===== src/hdl/spectral_peak_rpm_estimator_defines.svh =====
// assertion macros for the spectral peak rpm estimator
// both expect clk and rst_n in scope
`ifndef SPECTRAL_PEAK_RPM_ESTIMATOR_DEFINES_SVH
`define SPECTRAL_PEAK_RPM_ESTIMATOR_DEFINES_SVH

// same-cycle implication
`define SPRE_ASSERT_NOW(lbl, ante, cons, msg) \
  lbl: assert property (@(posedge clk) disable iff (!rst_n) (ante) |-> (cons)) \
    else $error(msg);

// next-cycle implication
`define SPRE_ASSERT_NEXT(lbl, ante, cons, msg) \
  lbl: assert property (@(posedge clk) disable iff (!rst_n) (ante) |=> (cons)) \
    else $error(msg);

`endif


===== src/hdl/spre_pkg.sv =====
`default_nettype none
package spre_pkg;

  localparam int BIN_INDEX_BITS_DEF = 12;
  localparam int MAG_BITS_DEF       = 24;

  localparam int FRAC_BITS      = 16;
  localparam int DIV_EXTRA_BITS = 18;
  localparam int RPM_SHIFT      = 28;
  localparam int RPM_W          = 32;
  localparam int OFFSET_W       = 18;
  localparam int OFFSET_LIMIT   = 65536;

  localparam int CFG_INDEX_W = 2;
  localparam int CFG_DATA_W  = 32;

  localparam logic [CFG_INDEX_W-1:0] REG_BAND_LOW    = 2'd0;
  localparam logic [CFG_INDEX_W-1:0] REG_BAND_HIGH   = 2'd1;
  localparam logic [CFG_INDEX_W-1:0] REG_RPM_PER_BIN = 2'd2;

  localparam int                    BAND_LOW_RESET    = 5;
  localparam int                    BAND_HIGH_RESET   = 50;
  localparam logic [CFG_DATA_W-1:0] RPM_PER_BIN_RESET = 32'd3932160;

  typedef struct packed {
    logic bin_accept;
    logic prep;
    logic div_step;
    logic post;
    logic mul_lo;
    logic mul_hi;
    logic acc;
    logic finish;
  } spre_cmd_t;

  typedef struct packed {
    logic do_div;
  } spre_status_t;

endpackage
`default_nettype wire


===== src/hdl/spre_divider.sv =====
`default_nettype none
module spre_divider #(
  parameter int NUM_W = spre_pkg::MAG_BITS_DEF + spre_pkg::DIV_EXTRA_BITS,
  parameter int DEN_W = spre_pkg::MAG_BITS_DEF + 3
) (
  input  wire logic             clk,
  input  wire logic             load,
  input  wire logic             step,
  input  wire logic [NUM_W-1:0] num,
  input  wire logic [DEN_W-1:0] den,
  output logic      [NUM_W-1:0] quotient
);

  logic [NUM_W-1:0] work_r;
  logic [DEN_W-1:0] rem_r;
  logic [DEN_W-1:0] den_r;
  logic [DEN_W:0]   rem_shift;
  logic             fits;

  // restoring division, one quotient bit per step
  assign rem_shift = {rem_r, work_r[NUM_W-1]};
  assign fits      = rem_shift >= {1'b0, den_r};

  always_ff @(posedge clk) begin
    if (load) begin
      work_r <= num;
      rem_r  <= '0;
      den_r  <= den;
    end else if (step) begin
      rem_r  <= fits ? DEN_W'(rem_shift - {1'b0, den_r}) : rem_shift[DEN_W-1:0];
      work_r <= {work_r[NUM_W-2:0], fits};
    end
  end

  assign quotient = work_r;

endmodule
`default_nettype wire


===== src/hdl/spre_datapath.sv =====
`default_nettype none
`include "spectral_peak_rpm_estimator_defines.svh"
module spre_datapath #(
  parameter int BIN_INDEX_BITS = spre_pkg::BIN_INDEX_BITS_DEF,
  parameter int MAG_BITS       = spre_pkg::MAG_BITS_DEF
) (
  input  wire logic                                clk,
  input  wire logic                                rst_n,
  input  wire spre_pkg::spre_cmd_t                 cmd,
  output spre_pkg::spre_status_t                   status,
  input  wire logic [MAG_BITS-1:0]                 magnitude,
  input  wire logic                                last_bin,
  input  wire logic [BIN_INDEX_BITS-1:0]           band_low,
  input  wire logic [BIN_INDEX_BITS-1:0]           band_high,
  input  wire logic [spre_pkg::CFG_DATA_W-1:0]     rpm_per_bin,
  output logic      [spre_pkg::RPM_W-1:0]          rpm_x16,
  output logic      [BIN_INDEX_BITS-1:0]           peak_bin,
  output logic      [MAG_BITS-1:0]                 peak_magnitude,
  output logic signed [spre_pkg::OFFSET_W-1:0]     bin_offset_q16,
  output logic                                     interpolated
);

  localparam int B      = BIN_INDEX_BITS;
  localparam int M      = MAG_BITS;
  localparam int FB     = spre_pkg::FRAC_BITS;
  localparam int OW     = spre_pkg::OFFSET_W;
  localparam int NUM_W  = M + spre_pkg::DIV_EXTRA_BITS;
  localparam int DEN_W  = M + 3;
  localparam int REF_W  = B + FB + 1;
  localparam int HALF_W = spre_pkg::CFG_DATA_W / 2;
  localparam int PROD_W = REF_W + HALF_W;
  localparam int ACC_W  = REF_W + spre_pkg::CFG_DATA_W;
  localparam logic signed [OW-1:0] OffLimit = OW'(spre_pkg::OFFSET_LIMIT);

  // search state
  logic [B-1:0] bin_cnt_r;
  logic [M-1:0] best_mag_r;
  logic [B-1:0] best_idx_r;
  logic [M-1:0] prev_mag_r;
  logic [M-1:0] left_r;
  logic [M-1:0] right_r;
  logic         right_pend_r;
  logic         right_seen_r;
  logic         early_r;

  // end of frame
  logic [B-1:0]           fin_bin_r;
  logic [M-1:0]           fin_mag_r;
  logic                   interp_r;
  logic                   neg_r;
  logic signed [OW-1:0]   offset_r;
  logic [REF_W-1:0]       refined_r;
  logic [PROD_W-1:0]      prod_r;
  logic [ACC_W-1:0]       acc_r;

  logic [spre_pkg::RPM_W-1:0] out_rpm_r;
  logic [B-1:0]               out_bin_r;
  logic [M-1:0]               out_mag_r;
  logic signed [OW-1:0]       out_off_r;
  logic                       out_interp_r;

  logic               take;
  logic signed [M:0]  diff_s;
  logic signed [M+2:0] den_s;
  logic [M:0]         diff_abs;
  logic [M+2:0]       den_abs;
  logic [M+1:0]       ud;
  logic [NUM_W-1:0]   div_num;
  logic [DEN_W-1:0]   div_den;
  logic [NUM_W-1:0]   quotient;
  logic [FB:0]        q_mag;
  logic signed [OW-1:0] off_mag;
  logic signed [OW-1:0] off_val;
  logic signed [REF_W-1:0] off_ext;
  logic [HALF_W-1:0]  mul_b;
  logic [ACC_W-1:0]   rpm_full;

  assign take = (bin_cnt_r == band_low) ||
                (bin_cnt_r > band_low && bin_cnt_r <= band_high && magnitude > best_mag_r);

  // curvature and divider operands
  assign diff_s   = $signed({1'b0, left_r}) - $signed({1'b0, right_r});
  assign den_s    = $signed({3'b000, left_r}) + $signed({3'b000, right_r})
                  - $signed({2'b00, best_mag_r, 1'b0});
  assign diff_abs = diff_s[M] ? (M+1)'(-diff_s) : diff_s;
  assign den_abs  = den_s[M+2] ? (M+3)'(-den_s) : den_s;
  assign ud       = {den_abs[M:0], 1'b0};
  assign div_num  = NUM_W'({diff_abs[M-1:0], {(FB+1){1'b0}}}) + NUM_W'(ud);
  assign div_den  = {ud, 1'b0};

  assign status.do_div = !early_r && best_idx_r != '0 && right_seen_r && den_s != '0;

  spre_divider #(
    .NUM_W (NUM_W),
    .DEN_W (DEN_W)
  ) u_divider (
    .clk      (clk),
    .load     (cmd.prep),
    .step     (cmd.div_step),
    .num      (div_num),
    .den      (div_den),
    .quotient (quotient)
  );

  // saturate to one bin, then apply sign
  assign q_mag   = (quotient > NUM_W'(spre_pkg::OFFSET_LIMIT)) ?
                   (FB+1)'(spre_pkg::OFFSET_LIMIT) : quotient[FB:0];
  assign off_mag = $signed({1'b0, q_mag});
  assign off_val = interp_r ? (neg_r ? -off_mag : off_mag) : '0;
  assign off_ext = REF_W'(offset_r);

  assign mul_b    = cmd.mul_lo ? rpm_per_bin[HALF_W-1:0] : rpm_per_bin[2*HALF_W-1:HALF_W];
  assign rpm_full = acc_r >> spre_pkg::RPM_SHIFT;

  always_ff @(posedge clk) begin
    if (!rst_n) begin
      bin_cnt_r    <= '0;
      best_mag_r   <= '0;
      best_idx_r   <= B'(spre_pkg::BAND_LOW_RESET);
      prev_mag_r   <= '0;
      left_r       <= '0;
      right_r      <= '0;
      right_pend_r <= 1'b0;
      right_seen_r <= 1'b0;
      early_r      <= 1'b0;
    end else if (cmd.finish) begin
      bin_cnt_r    <= '0;
      best_mag_r   <= '0;
      best_idx_r   <= band_low;
      prev_mag_r   <= '0;
      left_r       <= '0;
      right_r      <= '0;
      right_pend_r <= 1'b0;
      right_seen_r <= 1'b0;
    end else if (cmd.bin_accept) begin
      if (take) begin
        best_idx_r   <= bin_cnt_r;
        best_mag_r   <= magnitude;
        left_r       <= prev_mag_r;
        right_pend_r <= 1'b1;
        right_seen_r <= 1'b0;
      end else if (right_pend_r) begin
        right_r      <= magnitude;
        right_seen_r <= 1'b1;
        right_pend_r <= 1'b0;
      end
      if (!last_bin) begin
        prev_mag_r <= magnitude;
        bin_cnt_r  <= bin_cnt_r + 1'b1;
      end else begin
        early_r <= bin_cnt_r < band_low;
      end
    end
  end

  always_ff @(posedge clk) begin
    if (cmd.prep) begin
      fin_bin_r <= early_r ? band_low : best_idx_r;
      fin_mag_r <= early_r ? '0 : best_mag_r;
      interp_r  <= status.do_div;
      neg_r     <= diff_s[M] ^ den_s[M+2];
    end
    if (cmd.post) begin
      offset_r  <= off_val;
      refined_r <= {1'b0, fin_bin_r, {FB{1'b0}}} + REF_W'(off_val);
    end
    if (cmd.mul_lo || cmd.mul_hi) begin
      prod_r <= PROD_W'(refined_r) * PROD_W'(mul_b);
    end
    if (cmd.mul_hi) begin
      acc_r <= ACC_W'(prod_r);
    end
    if (cmd.acc) begin
      acc_r <= acc_r + (ACC_W'(prod_r) << HALF_W);
    end
    if (cmd.finish) begin
      out_rpm_r    <= (|rpm_full[ACC_W-1:spre_pkg::RPM_W]) ? '1 :
                      rpm_full[spre_pkg::RPM_W-1:0];
      out_bin_r    <= fin_bin_r;
      out_mag_r    <= fin_mag_r;
      out_off_r    <= offset_r;
      out_interp_r <= interp_r;
    end
  end

  assign rpm_x16        = out_rpm_r;
  assign peak_bin       = out_bin_r;
  assign peak_magnitude = out_mag_r;
  assign bin_offset_q16 = out_off_r;
  assign interpolated   = out_interp_r;

  `SPRE_ASSERT_NEXT(a_off_plain, cmd.post && !interp_r, offset_r == '0 && off_ext == '0, "offset without correction")
  `SPRE_ASSERT_NEXT(a_off_range, cmd.post, offset_r <= OffLimit && offset_r >= -OffLimit, "offset beyond one bin")

endmodule
`default_nettype wire


===== src/hdl/spre_ctrl.sv =====
`default_nettype none
`include "spectral_peak_rpm_estimator_defines.svh"
module spre_ctrl #(
  parameter int DIV_STEPS = spre_pkg::MAG_BITS_DEF + spre_pkg::DIV_EXTRA_BITS
) (
  input  wire logic                   clk,
  input  wire logic                   rst_n,
  input  wire logic                   in_valid,
  input  wire logic                   in_last_bin,
  output logic                        in_stall,
  output logic                        out_valid,
  input  wire logic                   out_stall,
  output spre_pkg::spre_cmd_t         cmd,
  input  wire spre_pkg::spre_status_t status
);

  localparam int CNT_W = $clog2(DIV_STEPS);

  typedef enum logic [2:0] {
    ST_SEARCH,
    ST_PREP,
    ST_DIV,
    ST_POST,
    ST_MUL_LO,
    ST_MUL_HI,
    ST_ACC,
    ST_FINISH
  } state_t;

  state_t           state_r, state_nxt;
  logic             out_valid_r, out_valid_nxt;
  logic [CNT_W-1:0] div_cnt_r, div_cnt_nxt;

  always_comb begin
    cmd           = '0;
    state_nxt     = state_r;
    div_cnt_nxt   = div_cnt_r;
    out_valid_nxt = out_valid_r && out_stall;
    unique case (state_r)
      ST_SEARCH: begin
        cmd.bin_accept = in_valid;
        if (in_valid && in_last_bin) begin
          state_nxt = ST_PREP;
        end
      end
      ST_PREP: begin
        cmd.prep    = 1'b1;
        div_cnt_nxt = CNT_W'(DIV_STEPS - 1);
        state_nxt   = status.do_div ? ST_DIV : ST_POST;
      end
      ST_DIV: begin
        cmd.div_step = 1'b1;
        if (div_cnt_r == '0) begin
          state_nxt = ST_POST;
        end else begin
          div_cnt_nxt = div_cnt_r - 1'b1;
        end
      end
      ST_POST: begin
        cmd.post  = 1'b1;
        state_nxt = ST_MUL_LO;
      end
      ST_MUL_LO: begin
        cmd.mul_lo = 1'b1;
        state_nxt  = ST_MUL_HI;
      end
      ST_MUL_HI: begin
        cmd.mul_hi = 1'b1;
        state_nxt  = ST_ACC;
      end
      ST_ACC: begin
        cmd.acc   = 1'b1;
        state_nxt = ST_FINISH;
      end
      ST_FINISH: begin
        if (!out_valid_r || !out_stall) begin
          cmd.finish    = 1'b1;
          out_valid_nxt = 1'b1;
          state_nxt     = ST_SEARCH;
        end
      end
      default: begin
        state_nxt = ST_SEARCH;
      end
    endcase
  end

  always_ff @(posedge clk) begin
    if (!rst_n) begin
      state_r     <= ST_SEARCH;
      out_valid_r <= 1'b0;
      div_cnt_r   <= '0;
    end else begin
      state_r     <= state_nxt;
      out_valid_r <= out_valid_nxt;
      div_cnt_r   <= div_cnt_nxt;
    end
  end

  assign in_stall  = state_r != ST_SEARCH;
  assign out_valid = out_valid_r;

  `SPRE_ASSERT_NOW(a_result_src, $rose(out_valid_r), $past(state_r) == ST_FINISH, "result not from finish")
  `SPRE_ASSERT_NEXT(a_div_end, state_r == ST_DIV && div_cnt_r == '0, state_r == ST_POST, "divider overran")
  `SPRE_ASSERT_NEXT(a_frame_end, state_r == ST_SEARCH && in_valid && in_last_bin, state_r == ST_PREP && in_stall, "last bin missed")

endmodule
`default_nettype wire


===== src/hdl/spectral_peak_rpm_estimator.sv =====
`default_nettype none
// Spectral peak RPM estimator. Magnitude bins of one spectrum enter one beat per cycle,
// bin 0 first, with in_last_bin on the final bin; the peak search inside the band
// [band_low_bin, band_high_bin] keeps pace with the bins. After the final bin the input
// stalls while one result is worked out: a setup step, then the shift-subtract divider
// when a parabolic correction applies, then the steps for the two 16-bit partial products
// of the rpm scaling and the output load, which waits while the previous result still
// sits unclaimed in the output register. Registers are written at cfg_index 0 (band low),
// 1 (band high) and 2 (rpm per bin, Q16.16); other indexes are ignored, and cfg_ready is
// always high.
module spectral_peak_rpm_estimator #(
  parameter int BIN_INDEX_BITS = spre_pkg::BIN_INDEX_BITS_DEF,
  parameter int MAG_BITS       = spre_pkg::MAG_BITS_DEF
) (
  input  wire logic                                clk,
  input  wire logic                                rst_n,
  input  wire logic                                in_valid,
  output logic                                     in_stall,
  input  wire logic [MAG_BITS-1:0]                 in_magnitude,
  input  wire logic                                in_last_bin,
  output logic                                     out_valid,
  input  wire logic                                out_stall,
  output logic      [spre_pkg::RPM_W-1:0]          out_rpm_x16,
  output logic      [BIN_INDEX_BITS-1:0]           out_peak_bin,
  output logic      [MAG_BITS-1:0]                 out_peak_magnitude,
  output logic signed [spre_pkg::OFFSET_W-1:0]     out_bin_offset_q16,
  output logic                                     out_interpolated,
  input  wire logic                                cfg_valid,
  output logic                                     cfg_ready,
  input  wire logic [spre_pkg::CFG_INDEX_W-1:0]    cfg_index,
  input  wire logic [spre_pkg::CFG_DATA_W-1:0]     cfg_data
);

  localparam int DivSteps = MAG_BITS + spre_pkg::DIV_EXTRA_BITS;

  logic [BIN_INDEX_BITS-1:0]       band_low_r;
  logic [BIN_INDEX_BITS-1:0]       band_high_r;
  logic [spre_pkg::CFG_DATA_W-1:0] rpm_per_bin_r;

  spre_pkg::spre_cmd_t    cmd;
  spre_pkg::spre_status_t status;

  assign cfg_ready = 1'b1;

  always_ff @(posedge clk) begin
    if (!rst_n) begin
      band_low_r    <= BIN_INDEX_BITS'(spre_pkg::BAND_LOW_RESET);
      band_high_r   <= BIN_INDEX_BITS'(spre_pkg::BAND_HIGH_RESET);
      rpm_per_bin_r <= spre_pkg::RPM_PER_BIN_RESET;
    end else if (cfg_valid && cfg_ready) begin
      unique case (cfg_index)
        spre_pkg::REG_BAND_LOW:    band_low_r    <= cfg_data[BIN_INDEX_BITS-1:0];
        spre_pkg::REG_BAND_HIGH:   band_high_r   <= cfg_data[BIN_INDEX_BITS-1:0];
        spre_pkg::REG_RPM_PER_BIN: rpm_per_bin_r <= cfg_data;
        default: begin
        end
      endcase
    end
  end

  spre_ctrl #(
    .DIV_STEPS (DivSteps)
  ) u_ctrl (
    .clk         (clk),
    .rst_n       (rst_n),
    .in_valid    (in_valid),
    .in_last_bin (in_last_bin),
    .in_stall    (in_stall),
    .out_valid   (out_valid),
    .out_stall   (out_stall),
    .cmd         (cmd),
    .status      (status)
  );

  spre_datapath #(
    .BIN_INDEX_BITS (BIN_INDEX_BITS),
    .MAG_BITS       (MAG_BITS)
  ) u_datapath (
    .clk            (clk),
    .rst_n          (rst_n),
    .cmd            (cmd),
    .status         (status),
    .magnitude      (in_magnitude),
    .last_bin       (in_last_bin),
    .band_low       (band_low_r),
    .band_high      (band_high_r),
    .rpm_per_bin    (rpm_per_bin_r),
    .rpm_x16        (out_rpm_x16),
    .peak_bin       (out_peak_bin),
    .peak_magnitude (out_peak_magnitude),
    .bin_offset_q16 (out_bin_offset_q16),
    .interpolated   (out_interpolated)
  );

endmodule
`default_nettype wire


===== config.mk =====
export PLATFORM = sky130hd
export DESIGN_NAME = spectral_peak_rpm_estimator
export DESIGN_NICKNAME = d
export VERILOG_FILES = /design/src/hdl/spre_pkg.sv /design/src/hdl/spre_divider.sv /design/src/hdl/spre_datapath.sv /design/src/hdl/spre_ctrl.sv /design/src/hdl/spectral_peak_rpm_estimator.sv
export VERILOG_INCLUDE_DIRS = /design/src /design/src/hdl
export SDC_FILE = /design/constraint.sdc
export NUM_CORES = 2
export LEC_CHECK = 0
export BUFFER_PORTS_ARGS = -buffer_cell sky130_fd_sc_hd__clkbuf_2
export CAP_MARGIN = 10
export CORE_ASPECT_RATIO = 1.25
export CORE_UTILIZATION = 37
export DETAILED_ROUTE_END_ITERATION = 12
export PLACE_DENSITY = 0.61
export SLEW_MARGIN = 5
export SYNTH_ARGS = -nofsm -noshare
export SYNTH_HDL_FRONTEND = slang
export SYNTH_HIERARCHICAL = 1
export SYNTH_SLANG_ARGS = --single-unit

===== constraint.sdc =====
create_clock -name clk -period 16.6 [get_ports clk]
set_input_delay 3.32 -clock clk [delete_from_list [all_inputs] [get_ports clk]]
set_output_delay 3.32 -clock clk [all_outputs]
set_load 0.01 [all_outputs]

* Yosys cells after proc, flatten, opt, wreduce, memory -nomap -nowiden
Cells that the tools add are included.
** Operators by class
- Bitwise gates (word level) :: 5
- Muxes and demuxes :: 36
- Add/subtract/negate cells :: 12
- $mul :: 1
- Reduce and logical (&&, ||, !) cells :: 37
- Eq/ne operators :: 14
- Magnitude comparators :: 6
** Operator list (count)
- $mux 61 :: 2
- $mux 42 :: 2
- $add 61x61->61 :: 1
- $mux 12 :: 4
- $mul 29x16->45 :: 1
- $add 41x26->42 :: 1
- $gt 42x17->1 const B :: 1
- $mux 18 :: 2
- $add 28x29->29 :: 1
- $ge 28x27->1 :: 1
- $mux 27 :: 1
- $reduce_bool 27->1 :: 1
- $sub 27x27->27 :: 1
- $sub 25x25->26 :: 1
- $add 24x24->25 :: 1
- $mux 25 :: 1
- $neg 25->25 :: 1
- $sub 24x24->25 :: 1
- $gt 24x24->1 :: 1
- $mux 24 :: 1
- $neg 24->24 :: 1
- $pmux 3 s8 :: 1
- $neg 17->18 :: 1
- $mux 17 :: 1
- other kinds (32) :: 81
** Storage, ports and cells
- Bits of input ports :: 64
- Word-level logic and storage cells :: 142
- Output and inout port bits :: 90
- Bits in registers :: 561

* Logic depth before layout (Yosys ltp)
- Depth after elaboration :: 7
- Gate-level depth with buffers :: 33
- Mapped depth without buffers :: 32

* By module
Netlist, hierarchy kept.
** By module, submodules not included
- spre_datapath :: instances 1, cells each 3901, area an instance 36952.9 um^2, sequential area each 9849.4 um^2
- spre_divider :: instances 1, cells each 486, area an instance 5439.0 um^2, sequential area each 2612.5 um^2
- spectral_peak_rpm_estimator :: instances 1, cells each 230, area an instance 2223.4 um^2, sequential area each 1121.1 um^2
- spre_ctrl :: instances 1, cells each 79, area an instance 656.9 um^2, sequential area each 200.2 um^2

* Least setup slack after synthesis
Ideal clock, no wire load.
- Path kind :: in2reg
- From :: in out_stall
- To :: reg u_datapath.best_mag_r[0]
- Library setup time :: 0.128 ns
- Data required time :: 16.472 ns
- Arrival time :: 8.634 ns
- Buffers on the path :: 2
- Slack :: 7.838 ns
- Stages on the path :: 5
- Cell sequence :: a21oi_1 -> nand2b_1 -> clkbuf_1 -> clkbuf_1 -> nor2_1
** On the way
- Word-level cells in the longest chain between the ends :: 5
** RTL lines
- start, declared :: RTL line spectral_peak_rpm_estimator.sv:22 : input wire logic out_stall,
- $logic_not 1->1 :: RTL line spre_ctrl.sv:76 : if (!out_valid_r || !out_stall) begin
- $logic_or 1x1->1 :: RTL line spre_ctrl.sv:76
- $mux 1 :: RTL line spre_ctrl.sv:76
- $mux 1 :: RTL line spre_ctrl.sv:39 : unique case (state_r)
- $reduce_or 2->1 (no line)
- end signal, assigned :: RTL line spre_datapath.sv:138 : best_mag_r <= magnitude;
- end, declared :: RTL line spre_datapath.sv:37 : logic [M-1:0] best_mag_r;
Every way passes these cells.
A chain may end at the register's enable or synchronous reset.

==> impl_metrics.toml <==
[layout]
fin_util_pct = 40.7
multi_input_area_um2 = 28200
final_common_cell = "inv_1"
fillerInstances = 12000
diodes = 0
final_cell_mix = "inv_1, nand2_1, fa_1"
nets = 5527
drive_gt1_share_pct = 9.85
syn2layout_area_growth_pct = 9.30
seq_area_um2 = 13800

[sta]
relSlewSlack_pct = 21.4
worst_pin_slew_ns = 1.18
finalCritPeriodShare_pct = 55.1
finalCriticalPeriod_ns = 9.14
slew_violations = 0
max_freq_mhz = 109
hold_viol_final = 0
tns_ns = 0
setup_slack_ns = 7.46
setup_viol = 0
rsz0062_at_grt = "false"
clock_skew_ns = 0.0370

[critical_path]
cp_data_required_time_ns = 17.01
r2r_slack_ns = 7.46
cp_data_arrival_time_ns = 9.55
cpPeakStageDelay_ns = 0.79
path_class = "reg2reg"
r2r-start = "u_ctrl/state_r[2]$_SDFFE_PN0P_"
crit_top_cell = "fa_1"
reg2reg_to = "u_datapath/prod_r[44]$_DFFE_PP_"
slowest_stage = "and2_1"
crit_fanout = 29
cp-end-kind = "flip-flop"
reg2regPathDepth = 27
startpoint_type = "flip-flop"

[drt]
drt_pass1_iterations = 11
drcViolationCount = 34
routed_wl_um = 117000
first_iter_violations = 1967
wl_per_cell_um = 18.2
ant_nets = 0
num_vias = 32800
vias_per_cell = 5.14

[global_route]
antenna_found_initial = 0
grt_max_degree = 110
grt-ovfl-total = 0
track_usage_pct = 19.0
grt_pass1_vias = 33700
grt_pass1_wl_um = 185000

[clock_tree]
ctsResizeCount = 0
clk_latency_ns = 0.69
cts_buffer_depth = 3
post_cts_buffers = 0
cts.sinks = 531
cts_tree = "built"
h-tree-depth = 2
clockRootBuffer = "clkbuf_16"
clkTransAtPathRegs_ns = 0.06
cts_hold_buf = 0
cts_inserted_buffers = 59

[power]
irDropWorstVdd_uv = 192
leakagePower_nw = 21.5
power_density_nw_per_um2 = 221

[die]
core_area_um2 = 121000
die_x_um = 315
dieHeight_um = 393
rows = 143
dieArea_um2 = 124000
start_util_pct = 37.3
num_io_pins = 154

[logic_synthesis]
syn_area_um2 = 45300
netlist_instances = 4696
async_flop_share_pct = 0
ys_warn_count = 6
synth_edf_count = 315
synth_cell_types = 98
ys.flop_type = "edfxtp_1"
ys_seq_area_share_pct = 30.4
syn_avg_cell_area_um2 = 9.64
ys_seq_elements = 531

[run_status]
violations = "design-rule violations"
outcome = "complete, but fails checks"

[hold_path]
worstHoldPathCells = 0
min_from = "u_datapath/fin_mag_r[4]$_SDFFCE_PP0P_"
hold_path_class = "reg2reg"
hold_end = "u_datapath/peak_magnitude[4]$_DFFE_PP_"

[placed_design]
port_buffers = 152
pre_cts_slack_ns = 7.53
dpl.hpwl_um = 89800
gp_congestion = 0.904

[job]
max_cap_viol_count = 0
critical path, delay by kind of cell (launching register included):
kind / cells / cell delay [ns]
compound gates: 11 / 2.63
fa+ha+maj: 7 / 3.43
buf+inv: 5 / 0.38
simple gates: 2 / 1.08
xor+xnor: 1 / 0.13
flops: 1 / 0.56
mux: 1 / 0.66
metal layers:
metal / share of wire [%] / track usage [%] / vias to the layer above / wire length [um]
met5: 0 / 0 / - / 0
met4: 3.7 / 6.84 / 0 / 4290
met3: 3.9 / 2.34 / 224 / 4590
met2: 52 / 35.5 / 753 / 60500
met1: 40 / 22.1 / 16200 / 47200
li1: - / - / 15700 / -
registers in the layout, summed over array words and instances (netlist names), 27 cells and up:
name,flops
u_datapath/rpm_x16,32
u_datapath/acc_r,45
u_datapath/u_divider/den_r,27
u_datapath/prod_r,45
rpm_per_bin_r,32
u_datapath/u_divider/rem_r,27
u_datapath/u_divider/quotient,42
cells in the mapped netlist, types with 9 or more instances:
cell      number  share of area (%)
inv_1        658                5.5
nand2_1      543                4.5
fa_1         404                 18
ha_1         316                8.7
edfxtp_1     315                 21
nor2_1       279                2.3
dfxtp_1      216                9.6
and2_1       213                2.9
a21oi_1      207                2.3
clkbuf_1     161                1.3
mux2i_1      160                3.5
xnor2_1      139                2.7
o21ai_0      122                1.3
a21o_1       108                1.8
mux2_2       100                2.5
xor2_1        88                1.7
or2_2         49               0.68
nand3_1       46               0.51
a211oi_1      41               0.68
nor2b_1       39               0.54
nor3_1        37               0.41
nand2b_1      34               0.47
and3_1        29               0.40
nand4_1       25               0.35
o21a_1        23               0.38
a31oi_1       22               0.30
o211ai_1      20               0.33
o21bai_1      20               0.33
nor4_1        19               0.26
o31ai_1       19               0.32
or3_1         17               0.23
buf_2         14               0.15
nand4b_1      10               0.19
a211o_1        9               0.17
a21boi_0       9               0.15
a41oi_1        9               0.17
buf_1          9              0.075
or4_1          9               0.15
logic make-up (layout without fill, tap and decap cells):
family	count (synthesis)	in the layout	share of synthesized area [%]
other	2	4	0.0166
muxes	261	261	6.06
buffers and inverters	854	950	7.30
adders and majority gates	720	720	26.6
and+or+nand+nor	1393	1393	14.9
AOI/OAI and AO/OA	707	707	10.3
DFF	531	531	30.4
xor gates and xnor gates	228	228	4.43
worst max-delay path by stage:
stage / cells past startpoint / startpoint / to / slack (ns)
after global placement: 27 / u_ctrl/state_r[2]$_SDFFE_PN0P_ / u_datapath/prod_r[44]$_DFFE_PP_ / 7.60
after detailed placement: 27 / u_ctrl/state_r[2]$_SDFFE_PN0P_ / u_datapath/prod_r[44]$_DFFE_PP_ / 7.53
after floorplan: 5 / out_stall / u_datapath/best_mag_r[0]$_SDFFE_PP0P_ / 7.84
after CTS: 27 / u_ctrl/state_r[2]$_SDFFE_PN0P_ / u_datapath/prod_r[44]$_DFFE_PP_ / 7.51
after global routing: 27 / u_ctrl/state_r[2]$_SDFFE_PN0P_ / u_datapath/prod_r[44]$_DFFE_PP_ / 7.19
final: 27 / u_ctrl/state_r[2]$_SDFFE_PN0P_ / u_datapath/prod_r[44]$_DFFE_PP_ / 7.46
through the flow:
stage | cells | total power, mW | hold WS, ns | area [um^2]
2_1_floorplan | 4698 | 7.87 | 0.400 | 45300
3_3_place_gp | 6276 | 9.51 | 0.403 | 47500
4_1_cts | 6388 | 11.0 | 0.415 | 49500
5_1_grt | 6389 | 12.0 | 0.423 | 49500
3_5_place_dp | 6276 | 9.60 | 0.405 | 47500
6_report | 6389 | 10.9 | 0.416 | 49500
cell type report:
cell class	instances	area share [%]
repair buffers	179	1.95
clock inverters	43	0.888
flip-flops and latches	531	27.9
clock buffers	69	3.18
well taps	1595	4.03
multi-input cells	3313	57.1
inverters	659	5.00
report_power, final:
group          internal [mW]  leakage (nW)  switching (mW)
sequential              2.02          4.66           0.246
clock                  0.756         0.981           0.588
combinational           3.03          15.8            4.30
No activity file was read; power rests on OpenSTA's default activity.
